[src/tcpa_pkg.sv]
package tcpa_pkg;

  localparam int unsigned MaxSlots   = 16;
  localparam int unsigned MaxWaiters = 255;
  localparam int unsigned MaxServed  = 255;

  localparam int unsigned SlotW   = 5;
  localparam int unsigned WaitW   = 8;
  localparam int unsigned ServedW = 8;
  localparam int unsigned ThreshW = 8;
  localparam int unsigned CfgW    = 8;
  localparam int unsigned NumCls  = 2;

  localparam logic [SlotW-1:0]   SlotMax   = SlotW'(MaxSlots);
  localparam logic [WaitW-1:0]   WaitMax   = WaitW'(MaxWaiters);
  localparam logic [ServedW-1:0] ServedMax = ServedW'(MaxServed);

  typedef enum logic {
    ModeArrive = 1'b0,
    ModeDepart = 1'b1
  } mode_e;

  typedef enum logic {
    CfgNumSlots  = 1'b0,
    CfgSwitchThr = 1'b1
  } cfg_idx_e;

  typedef struct packed {
    logic mode;
    logic req_class;
  } evt_t;

  typedef struct packed {
    logic             grant_class;
    logic [SlotW-1:0] grant_count;
    logic             phase;
    logic [SlotW-1:0] occupancy;
    logic [WaitW-1:0] waiting_zero;
    logic [WaitW-1:0] waiting_one;
    logic             error;
  } res_t;

  typedef struct packed {
    logic                          phase;
    logic [NumCls-1:0][WaitW-1:0]  waiters;
    logic [ServedW-1:0]            served;
    logic [SlotW-1:0]              slots;
  } state_t;

  typedef struct packed {
    logic [SlotW-1:0]   num_slots;
    logic [ThreshW-1:0] switch_thr;
  } cfg_t;

endpackage

[src/tcpa_stream_if.sv]
interface tcpa_stream_if #(
  parameter type payload_t = logic
);
  logic     valid;
  logic     ready;
  payload_t payload;

  modport source (output valid, output payload, input ready);
  modport sink   (input valid, input payload, output ready);
endinterface

[src/two_class_phase_admission_arbiter.sv]
// An accepted event is registered in evt_q, evaluated combinationally by tcpa_step, and its result
// is loaded into the output register res_q as soon as that register is empty or being read.
// One event per cycle unless the result side stalls; the state updates in a single pass per event.
// Reset (rst_ni low, asynchronous): phase goes to class 0, all counters clear,
// num_slots returns to 4 and switch_threshold to 8, and both pipeline stages empty.
module two_class_phase_admission_arbiter (
  input  logic                          clk_i,
  input  logic                          rst_ni,
  input  logic                          cfg_we_i,
  input  logic                          cfg_idx_i,
  input  logic [tcpa_pkg::CfgW-1:0]     cfg_data_i,
  tcpa_stream_if.sink                   evt_i,
  tcpa_stream_if.source                 res_o
);

  tcpa_pkg::cfg_t   cfg_q;
  tcpa_pkg::state_t st_q;
  tcpa_pkg::state_t st_d;
  tcpa_pkg::evt_t   evt_q;
  logic             evt_vld_q;
  tcpa_pkg::res_t   res_d;
  tcpa_pkg::res_t   res_q;
  logic             res_vld_q;
  logic             res_free;
  logic             evt_adv;

  assign res_free    = !res_vld_q || res_o.ready;
  assign evt_adv     = evt_vld_q && res_free;
  assign evt_i.ready = !evt_vld_q || res_free;

  assign res_o.valid   = res_vld_q;
  assign res_o.payload = res_q;

  always_ff @(posedge clk_i or negedge rst_ni) begin
    if (!rst_ni) begin
      cfg_q.num_slots  <= tcpa_pkg::SlotW'(4);
      cfg_q.switch_thr <= tcpa_pkg::ThreshW'(8);
    end else if (cfg_we_i) begin
      unique case (tcpa_pkg::cfg_idx_e'(cfg_idx_i))
        tcpa_pkg::CfgNumSlots:  cfg_q.num_slots  <= cfg_data_i[tcpa_pkg::SlotW-1:0];
        tcpa_pkg::CfgSwitchThr: cfg_q.switch_thr <= cfg_data_i[tcpa_pkg::ThreshW-1:0];
        default: ;
      endcase
    end
  end

  tcpa_step u_step (
    .st_i  (st_q),
    .cfg_i (cfg_q),
    .evt_i (evt_q),
    .st_o  (st_d),
    .res_o (res_d)
  );

  always_ff @(posedge clk_i or negedge rst_ni) begin
    if (!rst_ni) begin
      evt_vld_q <= 1'b0;
      res_vld_q <= 1'b0;
      st_q      <= '0;
    end else begin
      if (evt_i.ready) begin
        evt_vld_q <= evt_i.valid;
      end
      if (evt_adv) begin
        st_q      <= st_d;
        res_vld_q <= 1'b1;
      end else if (res_o.ready) begin
        res_vld_q <= 1'b0;
      end
    end
  end

  always_ff @(posedge clk_i) begin
    if (evt_i.ready && evt_i.valid) begin
      evt_q <= evt_i.payload;
    end
    if (evt_adv) begin
      res_q <= res_d;
    end
  end

endmodule

[src/tcpa_step.sv]
module tcpa_step (
  input  tcpa_pkg::state_t st_i,
  input  tcpa_pkg::cfg_t   cfg_i,
  input  tcpa_pkg::evt_t   evt_i,
  output tcpa_pkg::state_t st_o,
  output tcpa_pkg::res_t   res_o
);

  logic [tcpa_pkg::SlotW-1:0]   lim;
  logic                         cls;
  logic                         oth;
  logic [tcpa_pkg::WaitW-1:0]   w_cls;
  logic [tcpa_pkg::WaitW-1:0]   w_oth;
  logic [tcpa_pkg::WaitW-1:0]   w_inc;
  logic                         w_sat;
  logic                         below_arr;
  logic [tcpa_pkg::SlotW-1:0]   s_dep;
  logic [tcpa_pkg::ServedW-1:0] sv_dep;
  logic                         below_dep;
  logic                         arr_enter;
  logic                         arr_switch;
  logic                         dep_enter;
  logic                         dep_switch;
  logic [tcpa_pkg::SlotW-1:0]   batch;
  logic                         gcls;
  logic [tcpa_pkg::SlotW-1:0]   gcnt;
  logic                         err;

  // Effective slot limit: zero acts as one, anything above the pool size is clipped.
  always_comb begin
    lim = cfg_i.num_slots;
    if (lim == '0) begin
      lim = tcpa_pkg::SlotW'(1);
    end else if (lim > tcpa_pkg::SlotMax) begin
      lim = tcpa_pkg::SlotMax;
    end
  end

  assign cls    = evt_i.req_class;
  assign oth    = ~evt_i.req_class;
  assign w_cls  = st_i.waiters[cls];
  assign w_oth  = st_i.waiters[oth];
  assign w_sat  = (w_cls >= tcpa_pkg::WaitMax);
  assign w_inc  = w_sat ? tcpa_pkg::WaitMax : w_cls + tcpa_pkg::WaitW'(1);

  assign below_arr = ({1'b0, 3'b000, st_i.slots} + {1'b0, st_i.served})
                     < {1'b0, cfg_i.switch_thr};

  // An arrival is admitted at once only if it can join its phase or take over an empty pool.
  assign arr_enter  = (st_i.phase == cls) && (st_i.slots < lim) &&
                      (below_arr || (w_oth == '0));
  assign arr_switch = (st_i.phase != cls) && (st_i.slots == '0) &&
                      (!below_arr || (w_oth == '0));

  assign s_dep  = st_i.slots - tcpa_pkg::SlotW'(1);
  assign sv_dep = (st_i.served == tcpa_pkg::ServedMax) ? tcpa_pkg::ServedMax
                                                       : st_i.served + tcpa_pkg::ServedW'(1);
  assign below_dep = ({1'b0, 3'b000, s_dep} + {1'b0, sv_dep})
                     < {1'b0, cfg_i.switch_thr};

  assign dep_enter  = (st_i.phase == cls) && (w_cls != '0) && (s_dep < lim) &&
                      (below_dep || (w_oth == '0));
  assign dep_switch = (st_i.phase == cls) && (s_dep == '0) && (w_oth != '0) &&
                      (!below_dep || (w_cls == '0));

  assign batch = (w_oth < {3'b000, lim}) ? tcpa_pkg::SlotW'(w_oth) : lim;

  always_comb begin
    st_o = st_i;
    gcls = 1'b0;
    gcnt = '0;
    err  = 1'b0;
    if (evt_i.mode == tcpa_pkg::ModeArrive) begin
      err = w_sat;
      st_o.waiters[cls] = w_inc;
      if (arr_enter || arr_switch) begin
        if (st_i.phase != cls) begin
          st_o.phase  = cls;
          st_o.served = '0;
        end
        st_o.waiters[cls] = w_inc - tcpa_pkg::WaitW'(1);
        st_o.slots        = st_i.slots + tcpa_pkg::SlotW'(1);
        gcls = cls;
        gcnt = tcpa_pkg::SlotW'(1);
      end
    end else if (st_i.slots == '0) begin
      err = 1'b1;
    end else begin
      st_o.slots  = s_dep;
      st_o.served = sv_dep;
      if (dep_enter) begin
        st_o.waiters[cls] = w_cls - tcpa_pkg::WaitW'(1);
        st_o.slots        = st_i.slots;
        gcls = cls;
        gcnt = tcpa_pkg::SlotW'(1);
      end else if (dep_switch) begin
        st_o.phase        = oth;
        st_o.served       = '0;
        st_o.slots        = batch;
        st_o.waiters[oth] = w_oth - tcpa_pkg::WaitW'(batch);
        gcls = oth;
        gcnt = batch;
      end
    end
  end

  always_comb begin
    res_o.grant_class  = gcls;
    res_o.grant_count  = gcnt;
    res_o.phase        = st_o.phase;
    res_o.occupancy    = st_o.slots;
    res_o.waiting_zero = st_o.waiters[0];
    res_o.waiting_one  = st_o.waiters[1];
    res_o.error        = err;
  end

endmodule

[src/flat_wrapper.sv]
// flat-port wrapper written by rule: the top's interface ports become plain ports
module two_class_phase_admission_arbiter_flat 
  (clk_i, rst_ni, cfg_we_i, cfg_idx_i, cfg_data_i, evt_i_valid, evt_i_payload, evt_i_ready, res_o_valid, res_o_payload, res_o_ready);
  tcpa_stream_if #(.payload_t(tcpa_pkg::evt_t)) evt_i_i ();
  tcpa_stream_if #(.payload_t(tcpa_pkg::res_t)) res_o_i ();
  input  logic clk_i;
  input  logic rst_ni;
  input  logic cfg_we_i;
  input  logic cfg_idx_i;
  input  logic [tcpa_pkg::CfgW-1:0] cfg_data_i;
  input wire logic [$bits(evt_i_i.valid)-1:0] evt_i_valid;
  input wire logic [$bits(evt_i_i.payload)-1:0] evt_i_payload;
  output wire logic [$bits(evt_i_i.ready)-1:0] evt_i_ready;
  output wire logic [$bits(res_o_i.valid)-1:0] res_o_valid;
  output wire logic [$bits(res_o_i.payload)-1:0] res_o_payload;
  input wire logic [$bits(res_o_i.ready)-1:0] res_o_ready;
  assign evt_i_i.valid = evt_i_valid;
  assign evt_i_i.payload = evt_i_payload;
  assign evt_i_ready = evt_i_i.ready;
  assign res_o_valid = res_o_i.valid;
  assign res_o_payload = res_o_i.payload;
  assign res_o_i.ready = res_o_ready;
  two_class_phase_admission_arbiter u_core (.clk_i(clk_i), .rst_ni(rst_ni), .cfg_we_i(cfg_we_i), .cfg_idx_i(cfg_idx_i), .cfg_data_i(cfg_data_i), .evt_i(evt_i_i), .res_o(res_o_i));
endmodule
[config.mk]
export PLATFORM = sky130hd
export DESIGN_NAME = two_class_phase_admission_arbiter_flat
export DESIGN_NICKNAME = d
export VERILOG_FILES = /design/src/tcpa_pkg.sv /design/src/tcpa_stream_if.sv /design/src/two_class_phase_admission_arbiter.sv /design/src/tcpa_step.sv /design/src/flat_wrapper.sv
export SDC_FILE = /design/constraint.sdc
export NUM_CORES = 1
export LEC_CHECK = 0
export BUFFER_PORTS_ARGS = -buffer_cell sky130_fd_sc_hd__buf_2
export CELL_PAD_IN_SITES_DETAIL_PLACEMENT = 1
export CELL_PAD_IN_SITES_GLOBAL_PLACEMENT = 1
export CORE_MARGIN = 1
export CORE_UTILIZATION = 30
export CTS_CLUSTER_DIAMETER = 30
export DETAILED_ROUTE_END_ITERATION = 12
export PLACE_DENSITY_LB_ADDON = 0.1
export SKIP_CTS_REPAIR_TIMING = 1
export SLEW_MARGIN = 30
export SYNTH_ARGS = -nofsm -noshare
export SYNTH_HDL_FRONTEND = slang
export SYNTH_SLANG_ARGS = --single-unit
[constraint.sdc]
create_clock -name clk_i -period 6.5 [get_ports clk_i]
set_clock_uncertainty 0.1 [all_clocks]
set_input_delay 0.65 -clock clk_i [delete_from_list [all_inputs] [get_ports clk_i]]
set_output_delay 0.65 -clock clk_i [all_outputs]
set_load 0.02 [all_outputs]
==> qor.tcl, run 1 <==
set qor(run_status) {complete, no violations}
set qor(postSynthAreaPerCell_um2) 8.611
set qor(fillers) 2690
set qor(cpMaxStageDelayCell) {sky130_fd_sc_hd__o21a_1}
set qor(initial_antenna_violation_count) 0
set qor(postSynthNetCount) 880
set qor(finalWorstPathRequiredPeriod_ns) 5.949
set qor(p_leak_nw) 3.108
set qor(routabilityCongestion) 0.9099
set qor(cts.path.max_buffers) 2
set qor(tritoncts.num_buffers) 9
set qor(final-seq-area_mm2) 0.002059
set qor(cts.htree.levels) 3
set qor(synth-warning-count) 0
set qor(critical_path.n_buffers_inverters) 1
set qor(fin_area_mm2) 0.007844
set qor(cp_data_arrival_time_ns) 6.08
set qor(report.power.total_mw) 3.958
set qor(drt.antenna.violating_nets) 0
set qor(synth.lib_cells_used.distinct) 95
set qor(cp-start-kind) {register}
set qor(die_area_mm2) 0.02398
set qor(worst-endpoint-required_ns) 6.63
set qor(synth-edff-count) 31
set qor(clock-sinks) 76
set qor(ios) 47
set qor(clkTransAtPathRegs_ns) 0.08
set qor(p_per_area_mw_per_mm2) 504.6
set qor(number_of_cells_produced_by_synthesis) 814
set qor(yosys_register_bits) 76
set qor(final.setup.worst_slack_ns) 0.5508
set qor(post-place-ws_ns) 0.6276
set qor(cpPeakStageDelay_ns) 0.61
set qor(ys_top_cells_by_area) {sky130_fd_sc_hd__dfrtp_1 15%, sky130_fd_sc_hd__edfxtp_1 13%, sky130_fd_sc_hd__ha_1 8.4%, sky130_fd_sc_hd__nand2_1 4.2%, sky130_fd_sc_hd__o21ai_0 3.9%}
set qor(core_area_mm2) 0.02278
set qor(final_cell_count_no_fill) 1152
set qor(die-height_um) 154.9
set qor(synth_most_common_cell) {sky130_fd_sc_hd__nand2_1}
set qor(placementRows) 55
set qor(viasPerCell) 5.613
set qor(area_growth_pct) 11.91
set qor(end_kind) {register}
set qor(overall_die_width_um) 154.9
set qor(first_drt_pass_iteration_count) 5
set qor(finalNetCount) 900
set qor(synth_area_leader_cell) {sky130_fd_sc_hd__dfrtp_1}
set qor(setup_total_negative_slack_ns) 0
set qor(async_reset_ff_share_pct) 59.21
set qor(multi_input_gate_area_in_the_final_layout_mm2) 0.004536
set qor(worst_pin_slew_ns) 0.8019
set qor(post_route_cells_drive_above_1_share_pct) 16.81
set qor(placed_cell_area_mm2) 0.007495
set qor(grt_setup_unrepaired) {no}
set qor(synthDominantCellAreaShare_pct) 15.35
set qor(diodes) 0
set qor(grt_overflow) 0
set qor(fmax_mhz) 168.1
set qor(drt-initial-drc-count) 333
set qor(grt.total_usage_pct) 22.02
set qor(maxCapViolations) 0
set qor(place.detailed.hpwl_um) 19110
set qor(clk-insertion-delay-late_ns) 0.36
set qor(largest_net_degree_at_the_start_of_global_routing) 46
set qor(initial_core_util_pct) 30.77
set qor(report.final.slew_viol_count) 0
set qor(first_pass_grt_wire_length_um) 39970
set qor(num_vias) 6466
set qor(timing.critical_path.max_delay_family) {compound AO/OA/AOI/OAI gates}
set qor(drc_errors) 0
set qor(vdd_drop_max_uv) 139.4
set qor(totalWireLength_um) 25650
set qor(synth_common_cells) {79 x sky130_fd_sc_hd__nand2_1, 62 x sky130_fd_sc_hd__nor2_1, 55 x sky130_fd_sc_hd__o21ai_0}
set qor(synth_ff_type) {sky130_fd_sc_hd__dfrtp_1}
set qor(synth_sequential_area_ratio_pct) 29.38
set qor(wire_per_inst_um) 22.26
set qor(via_count_of_the_first_global_routing_pass) 6577
set qor(min_path_type) {in -> async}
set qor(relSlewSlack_pct) 46.08
set qor(worstPathMaxFanout) 17
set qor(clock_tree.root_cell) {sky130_fd_sc_hd__clkbuf_16}
set qor(place.detailed.instances) 1136
set qor(timing.setup.critical_path_class) {reg -> reg}
set qor(tritoncts_clock_tree) {done}
set qor(synthesis.area_mm2) 0.007009
set qor(final-setup-viol-count) 0
set qor(buffer_ports.inserted) 46
set qor(final.period_utilization_pct) 91.53
set qor(cp_cell_sequence) {ha_1 > nand2_1 > or2_2 > nor2b_1 > inv_1 > ha_1 > a21o_1 > a21oi_1 > nor2b_1 > o21ai_0 > nand2b_1 > o21a_1 > o21ai_0 > nand3_1 > o41ai_1 > ha_1 > o21a_1 > a221oi_4 > o21a_1 > nand3_1 > a21oi_2 > mux2_1 > a221o_1}
set qor(final-hold-violation-count) 0
sequential cells by signal, indices dropped and copies added (netlist names):
signal                flops
u_core.st_q              30
u_core.res_o.payload     29
u_core.cfg_q             13
u_core.evt_q              2
u_core.evt_vld_q          1
u_core.res_o.valid        1
cell usage in the layout (no fill, tap or decap), types with 5 or more instances in the layout:
| master | n |
|---|---|
| sky130_fd_sc_hd__nand2_1 | 79 |
| sky130_fd_sc_hd__nor2_1 | 62 |
| sky130_fd_sc_hd__o21ai_0 | 55 |
| sky130_fd_sc_hd__a21oi_1 | 51 |
| sky130_fd_sc_hd__ha_1 | 47 |
| sky130_fd_sc_hd__buf_2 | 46 |
| sky130_fd_sc_hd__dfrtp_1 | 43 |
| sky130_fd_sc_hd__inv_1 | 31 |
| sky130_fd_sc_hd__edfxtp_1 | 31 |
| sky130_fd_sc_hd__xnor2_1 | 29 |
| sky130_fd_sc_hd__nand3_1 | 22 |
| sky130_fd_sc_hd__buf_4 | 19 |
| sky130_fd_sc_hd__mux2_2 | 18 |
| sky130_fd_sc_hd__nor3_1 | 17 |
| sky130_fd_sc_hd__a21o_1 | 15 |
| sky130_fd_sc_hd__xor2_1 | 13 |
| sky130_fd_sc_hd__o21ai_1 | 13 |
| sky130_fd_sc_hd__nand2b_1 | 13 |
| sky130_fd_sc_hd__mux2i_1 | 11 |
| sky130_fd_sc_hd__nor2b_1 | 11 |
| sky130_fd_sc_hd__and3_1 | 10 |
| sky130_fd_sc_hd__a211oi_1 | 10 |
| sky130_fd_sc_hd__o22ai_1 | 10 |
| sky130_fd_sc_hd__a31oi_1 | 10 |
| sky130_fd_sc_hd__clkbuf_16 | 9 |
| sky130_fd_sc_hd__o21a_1 | 8 |
| sky130_fd_sc_hd__o211ai_1 | 7 |
| sky130_fd_sc_hd__nor4_1 | 7 |
| sky130_fd_sc_hd__and2_1 | 7 |
| sky130_fd_sc_hd__nand4_1 | 5 |
| sky130_fd_sc_hd__o31ai_1 | 5 |
stage by stage:
stage / util, % / hold WS, ns
floorplan: - / 0.2544
global placement: 32.90 / 0.3720
detailed placement: 32.90 / 0.3914
CTS: 34.44 / 0.3533
global route: 34.44 / 0.3716
finish: 34.44 / 0.3166
worst register-to-register path: cells and delay by family, from the launching register on:
kind / cells / cell delay (ns)
flops: 1 / 0.52
buf+inv: 1 / 0.07
compound gates: 11 / 2.77
simple gates: 7 / 1.16
mux: 1 / 0.34
fa+ha+maj: 3 / 0.87
cells by family after synthesis:
logic type	Yosys count	share of synthesized area, %
XOR/XNOR	42	5.248
AO/OA/AOI/OAI	258	25.94
AND/OR/NAND/NOR	261	18.51
flip-flops	76	29.38
adder cells (fa/ha/maj)	51	9.389
buffers and inverters	92	5.909
multiplexers	34	5.623
metal layers:
metal	GRT usage [%]	share of wire, %
met1	30.58	48
met2	36.03	46
met3	2.897	3.9
met4	5.563	1.9
met5	0	0
final cells by class:
cell class / instances / share of cell area, %
well taps: 313 / 4.993
multi-input cells: 646 / 57.82
flip-flops and latches: 76 / 26.26
repair buffers: 65 / 4.754
inverters: 36 / 1.723
clock buffers: 9 / 2.871
clock inverters: 7 / 1.579
path summary, 6_finish.rpt:
| path | depth (start not counted) | slack, ns | from | to |
|---|---|---|---|---|
| worst max register to register | 23 | 0.55 | u_core.st_q[6] | u_core.st_q[18] |
| max in group asynchronous | 2 | 5.52 | rst_ni | u_core.cfg_q[4] |
| worst min register to register | 1 | 0.40 | u_core.evt_vld_q | u_core.res_o.valid |
| min in group clk_i | 1 | 0.37 | evt_i_payload[1] | u_core.evt_q[1] |
| worst max-delay path | 23 | 0.55 | u_core.st_q[6] | u_core.st_q[18] |
| worst min-delay path | 2 | 0.32 | rst_ni | u_core.st_q[15] |
power breakdown:
group | internal (mW) | switching [mW] | leakage [nW] | total (mW)
sequential | 0.660 | 0.239 | 0.838 | 0.899
clock | 0.378 | 0.234 | 0.166 | 0.612
combinational | 0.933 | 1.51 | 2.10 | 2.45
total | 1.97 | 1.99 | 3.11 | 3.96
No activity file was read; power rests on OpenSTA's default activity.
==> run 2, diff against run 1 <==
- REMOVE_ABC_BUFFERS: not set -> 1
==> qor.tcl, run 2 (synthesized netlist as in run 1, its figures left out) <==
set qor(cp_data_arrival_time_ns) 6.03 ;# -0.05 ns
set qor(die_area_mm2) 0.02398 ;# unchanged
set qor(placed_cell_area_mm2) 0.007468 ;# -0.35%
set qor(initial_core_util_pct) 30.77 ;# unchanged
set qor(crit_top_cell) {sky130_fd_sc_hd__o21ai_1}
set qor(regMostFlops) {u_core.st_q}
set qor(first_pass_grt_wire_length_um) 38810 ;# -2.9%
set qor(end_kind) {register}
set qor(worstRegToRegCells) 18 ;# -22%
set qor(finalWorstPathRequiredPeriod_ns) 6.020 ;# +0.07127 ns
set qor(drt-initial-drc-count) 320 ;# -3.9%
set qor(clk-insertion-delay-late_ns) 0.37 ;# about the same
set qor(final-hold-violation-count) 0 ;# unchanged
set qor(report.final.slew_viol_count) 0 ;# unchanged
set qor(final-seq-area_mm2) 0.002059 ;# unchanged
set qor(placementRows) 55 ;# unchanged
set qor(fillers) 2677 ;# -0.48%
set qor(largest_net_degree_at_the_start_of_global_routing) 46 ;# unchanged
set qor(drt.antenna.violating_nets) 0 ;# unchanged
set qor(tritoncts_clock_tree) {done}
set qor(place.detailed.hpwl_um) 18530 ;# -3.0%
set qor(run_status) {complete, no violations}
set qor(overall_die_width_um) 154.9 ;# unchanged
set qor(wire_per_inst_um) 21.39 ;# -3.9%
set qor(clock-sinks) 76 ;# unchanged
set qor(r2r_end) {u_core.res_o.payload[16]}
set qor(drc_errors) 0 ;# unchanged
set qor(via_count_of_the_first_global_routing_pass) 6682 ;# +1.6%
set qor(p_per_area_mw_per_mm2) 486.4 ;# -3.6%
set qor(worst-endpoint-required_ns) 6.51 ;# -0.12 ns
set qor(buffer_ports.inserted) 46 ;# unchanged
set qor(worst-r2r-setup-slack_ns) 0.48 ;# -0.07 ns
set qor(worst_pin_slew_ns) 0.9513 ;# +0.1494 ns
set qor(fmax_mhz) 166.1 ;# -1.2%
set qor(grt_setup_unrepaired) {no}
set qor(totalWireLength_um) 24550 ;# -4.3%
set qor(cpPeakStageDelay_ns) 0.59 ;# -0.02 ns
set qor(multi_input_gate_area_in_the_final_layout_mm2) 0.004539 ;# about the same
set qor(diodes) 0 ;# unchanged
set qor(min_path_type) {in -> async}
set qor(worstPathMaxFanout) 21 ;# +4
set qor(mostFrequentLayoutCell) {sky130_fd_sc_hd__nand2_1}
set qor(tritoncts.num_buffers) 9 ;# unchanged
set qor(first_drt_pass_iteration_count) 4 ;# -1
set qor(final-setup-viol-count) 0 ;# unchanged
set qor(timing.setup.critical_path_class) {reg -> reg}
set qor(grt_overflow) 0 ;# unchanged
set qor(r2r_start) {u_core.evt_q[0]}
set qor(p_leak_nw) 3.058 ;# -1.6%
set qor(cts.path.max_buffers) 2 ;# unchanged
set qor(cp_cell_sequence) {buf_4 > nand2_1 > a21boi_0 > inv_1 > ha_1 > a22o_1 > a311o_1 > o21ai_1 > ha_1 > nor2b_1 > nor2_1 > o21ai_1 > maj3_1 > a311o_1 > or3_1 > xnor2_1 > o21ai_1 > nand2_1}
set qor(maxCapViolations) 0 ;# unchanged
set qor(finalNetCount) 896 ;# -0.44%
set qor(clock_tree.root_cell) {sky130_fd_sc_hd__clkbuf_16}
set qor(mostFrequentLayoutCells) {79 x sky130_fd_sc_hd__nand2_1, 62 x sky130_fd_sc_hd__nor2_1, 55 x sky130_fd_sc_hd__o21ai_0, 51 x sky130_fd_sc_hd__a21oi_1, 47 x sky130_fd_sc_hd__ha_1}
set qor(cts.htree.levels) 3 ;# unchanged
set qor(setup_total_negative_slack_ns) 0 ;# unchanged
set qor(clkTransAtPathRegs_ns) 0.07 ;# about the same
set qor(area_growth_pct) 10.59
set qor(post_route_cells_drive_above_1_share_pct) 16.53 ;# -0.28 points
set qor(core_area_mm2) 0.02278 ;# unchanged
set qor(ios) 47 ;# unchanged
set qor(relSlewSlack_pct) 36.58 ;# -9.5 points
set qor(report.power.total_mw) 3.770 ;# -4.8%
set qor(num_vias) 6415 ;# -0.79%
set qor(fin_area_mm2) 0.007751 ;# -1.2%
set qor(die-height_um) 154.9 ;# unchanged
set qor(routabilityCongestion) 0.8572 ;# -5.8%
set qor(initial_antenna_violation_count) 0 ;# unchanged
set qor(final.period_utilization_pct) 92.62 ;# +1.1 points
set qor(cp-start-kind) {register}
set qor(cpMaxStageDelayCell) {sky130_fd_sc_hd__edfxtp_1}
set qor(vdd_drop_max_uv) 120.9 ;# -13%
set qor(largest_register_ff_count) 30 ;# unchanged
set qor(grt.total_usage_pct) 21.16 ;# -0.86 points
set qor(viasPerCell) 5.588 ;# -0.44%
==> run 2: cell types whose count changed in the layout (fill, tap and decap cells not counted), moves of 2 or more <==
cell                        before  now
sky130_fd_sc_hd__buf_4          19   15
sky130_fd_sc_hd__bufinv_16       3    0
sky130_fd_sc_hd__inv_6           1    3
sky130_fd_sc_hd__clkinv_4        2    0
==> run 2: stage by stage <==
stage	cells	hold WS (ns)	utilization (%)	setup WS, ns
4_1_cts	1148	0.3271	34.03	0.4641
3_3_place_gp	1132	0.3732	32.79	0.5704
6_report	1148	0.2992	34.03	0.4796
2_1_floorplan	758	0.2544	-	0.04379
5_1_grt	1148	0.3530	34.03	0.2425
3_5_place_dp	1132	0.3916	32.79	0.4833
==> run 2: layout make-up <==
| cell class | count | area share (%) |
|---|---|---|
| clock inverter | 7 | 0.7425 |
| sequential | 76 | 26.57 |
| timing repair buffer | 61 | 4.423 |
| multi-input combinational | 646 | 58.56 |
| clock buffer | 9 | 2.906 |
| inverter | 36 | 1.743 |
| tap | 313 | 5.052 |
==> run 2: how the worst max path moves through the flow <==
stage                     from                  endpoint  slack [ns]  cells after the start
2_1_floorplan  u_core.evt_q[0]           u_core.st_q[18]        0.04                     17
3_3_place_gp   u_core.evt_q[0]  u_core.res_o.payload[16]        0.57                     18
3_5_place_dp   u_core.evt_q[0]  u_core.res_o.payload[16]        0.48                     18
4_1_cts        u_core.evt_q[0]  u_core.res_o.payload[16]        0.46                     18
5_1_grt        u_core.evt_q[0]  u_core.res_o.payload[16]        0.24                     18
6_report       u_core.evt_q[0]  u_core.res_o.payload[16]        0.48                     18
==> run 2: where the power goes <==
group	leakage (nW)	switching [mW]	internal [mW]
Clock	0.135	0.246	0.265
Sequential	0.838	0.262	0.659
Combinational	2.09	1.43	0.907
==> run 2: per-layer routing <==
| metal | vias up | GRT usage [%] | wire length, um |
|---|---|---|---|
| li1 | 3025 | - | - |
| met1 | 3237 | 28.98 | 11870 |
| met2 | 124 | 34.67 | 11350 |
| met3 | 29 | 2.618 | 811 |
| met4 | 0 | 6.601 | 515 |
| met5 | - | 0 | 0 |
==> run 2: worst max-delay path: cells and delay by family, from the launching register on <==
| kind | cells | cell delay (ns) |
|---|---|---|
| compound gates | 7 | 2.45 |
| simple gates | 5 | 1.05 |
| fa+ha+maj | 3 | 0.96 |
| flops | 1 | 0.59 |
| buf+inv | 2 | 0.47 |
| xor+xnor | 1 | 0.13 |
==> run 3, diff against run 2 <==
- CELL_PAD_IN_SITES_DETAIL_PLACEMENT: 1 -> 0
==> qor.tcl, run 3 (synthesized netlist as in run 1, its figures left out) <==
set qor(worst-endpoint-required_ns) 6.50 ;# about the same
set qor(run_status) {complete, no violations}
set qor(cts.path.max_buffers) 2 ;# unchanged
set qor(regMostFlops) {u_core.st_q}
set qor(tritoncts_clock_tree) {done}
set qor(drt-initial-drc-count) 630 ;# +97%
set qor(setup_total_negative_slack_ns) 0 ;# unchanged
set qor(cts.htree.levels) 3 ;# unchanged
set qor(final-setup-viol-count) 0 ;# unchanged
set qor(worst_pin_slew_ns) 0.9552 ;# +0.003886 ns
set qor(grt_setup_unrepaired) {no}
set qor(ios) 47 ;# unchanged
set qor(crit_top_cell) {sky130_fd_sc_hd__o21ai_1}
set qor(core_area_mm2) 0.02278 ;# unchanged
set qor(postLayoutCoreUtil_pct) 34.13 ;# +0.10 points
set qor(cpMaxStageDelayCell) {sky130_fd_sc_hd__edfxtp_1}
set qor(largest_register_ff_count) 30 ;# unchanged
set qor(clkTransAtPathRegs_ns) 0.07 ;# about the same
set qor(grt.total_usage_pct) 20.18 ;# -0.98 points
set qor(fin_area_mm2) 0.007775 ;# +0.31%
set qor(post-place-ws_ns) 0.5332 ;# +0.04991 ns
set qor(critical_path.n_buffers_inverters) 2 ;# unchanged
set qor(die-height_um) 154.9 ;# unchanged
set qor(via_count_of_the_first_global_routing_pass) 6158 ;# -7.8%
set qor(vdd_drop_max_uv) 122.0 ;# +0.96%
set qor(post_route_cells_drive_above_1_share_pct) 16.53 ;# unchanged
set qor(placed_cell_area_mm2) 0.007468 ;# unchanged
set qor(finalWorstPathRequiredPeriod_ns) 5.938 ;# -0.08268 ns
set qor(grt_overflow) 0 ;# unchanged
set qor(mostFrequentLayoutCell) {sky130_fd_sc_hd__nand2_1}
set qor(min_path_type) {in -> async}
set qor(worst_hold_margin_ns) 0.3169 ;# +0.01761 ns
set qor(worstPathMaxFanout) 21 ;# unchanged
set qor(cp_data_arrival_time_ns) 5.94 ;# -0.09 ns
set qor(cpPeakStageDelay_ns) 0.60 ;# about the same
set qor(finalNetCount) 896 ;# unchanged
set qor(fmax_mhz) 168.4 ;# +1.4%
set qor(viasPerCell) 5.557 ;# -0.55%
set qor(end_kind) {register}
set qor(placementRows) 55 ;# unchanged
set qor(final.setup.worst_slack_ns) 0.5622 ;# +0.08269 ns
set qor(die_area_mm2) 0.02398 ;# unchanged
set qor(timing.critical_path.max_delay_family) {compound AO/OA/AOI/OAI gates}
set qor(maxCapViolations) 0 ;# unchanged
set qor(final_cell_count_no_fill) 1148 ;# unchanged
set qor(first_drt_pass_iteration_count) 6 ;# +2
set qor(final.period_utilization_pct) 91.35 ;# -1.3 points
set qor(drt.antenna.violating_nets) 0 ;# unchanged
set qor(report.power.total_mw) 3.751 ;# -0.50%
set qor(tritoncts.num_buffers) 9 ;# unchanged
set qor(clock-sinks) 76 ;# unchanged
set qor(report.final.slew_viol_count) 0 ;# unchanged
set qor(relSlewSlack_pct) 36.32 ;# -0.26 points
set qor(final-hold-violation-count) 0 ;# unchanged
set qor(drc_errors) 0 ;# unchanged
set qor(mostFrequentLayoutCells) {79 x sky130_fd_sc_hd__nand2_1, 62 x sky130_fd_sc_hd__nor2_1, 55 x sky130_fd_sc_hd__o21ai_0, 51 x sky130_fd_sc_hd__a21oi_1, 47 x sky130_fd_sc_hd__ha_1}
set qor(totalWireLength_um) 23410 ;# -4.6%
set qor(cp-start-kind) {register}
set qor(place.detailed.instances) 1132 ;# unchanged
set qor(overall_die_width_um) 154.9 ;# unchanged
set qor(first_pass_grt_wire_length_um) 36760 ;# -5.3%
set qor(diodes) 0 ;# unchanged
set qor(p_per_area_mw_per_mm2) 482.5 ;# -0.80%
set qor(wire_per_inst_um) 20.39 ;# -4.6%
set qor(cp_cell_sequence) {buf_4 > nand2_1 > a21boi_0 > inv_1 > ha_1 > a22o_1 > a311o_1 > o21ai_1 > ha_1 > nor2b_1 > nor2_1 > o21ai_1 > maj3_1 > a311o_1 > or3_1 > xnor2_1 > o21ai_1 > nand2_1}
set qor(num_vias) 6380 ;# -0.55%
set qor(largest_net_degree_at_the_start_of_global_routing) 46 ;# unchanged
set qor(timing.setup.critical_path_class) {reg -> reg}
set qor(area_growth_pct) 10.92
set qor(place.detailed.hpwl_um) 17520 ;# -5.5%
set qor(initial_antenna_violation_count) 0 ;# unchanged
set qor(routabilityCongestion) 0.8572 ;# unchanged
set qor(clock_tree.root_cell) {sky130_fd_sc_hd__clkbuf_16}
set qor(initial_core_util_pct) 30.77 ;# unchanged
set qor(buffer_ports.inserted) 46 ;# unchanged
set qor(fillers) 2390 ;# -11%
set qor(worst-r2r-setup-slack_ns) 0.56 ;# +0.08 ns
set qor(p_leak_nw) 3.064 ;# +0.19%
set qor(clk-insertion-delay-late_ns) 0.35 ;# -0.02 ns
==> run 3: cell count changes in the layout (fill, tap and decap cells not counted), sizes merged <==
cell / delta
inv: -1
clkinv: -1
bufinv: +1
clkinvlp: +1
==> run 3: path summary, 6_finish.rpt <==
path | end | start | cells past startpoint
hold reg to reg | u_core.res_o.valid | u_core.evt_vld_q | 1
hold / removal | u_core.st_q[15] | rst_ni | 2
setup reg to reg | u_core.res_o.payload[16] | u_core.evt_q[0] | 18
setup / recovery | u_core.res_o.payload[16] | u_core.evt_q[0] | 18
max in group asynchronous | u_core.st_q[14] | rst_ni | 2
min in group clk_i | u_core.evt_q[1] | evt_i_payload[1] | 1
==> run 3: cell type report <==
cell class | instances | area, um^2 | area share [%]
Clock buffer | 9 | 225.2 | 2.897
Tap cell | 313 | 391.6 | 5.037
Timing Repair Buffer | 61 | 342.8 | 4.409
Clock inverter | 7 | 81.33 | 1.046
Inverter | 36 | 135.1 | 1.738
Sequential cell | 76 | 2059 | 26.49
Multi-Input combinational cell | 646 | 4539 | 58.38
==> run 3: report_power, final <==
group	internal (mW)	total [mW]	leakage, nW	switching (mW)
clock network	0.303	0.537	0.141	0.234
logic	0.902	2.30	2.09	1.39
registers	0.659	0.918	0.838	0.259
total	1.86	3.75	3.06	1.89
==> run 3: metal layers <==
layer | GRT usage (%) | up-vias | wire (um)
li1 | - | 3030 | -
met4 | 5.893 | 0 | 419
met2 | 31.57 | 187 | 10490
met5 | 0 | - | 0
met3 | 3.593 | 21 | 1274
met1 | 28.30 | 3142 | 11230
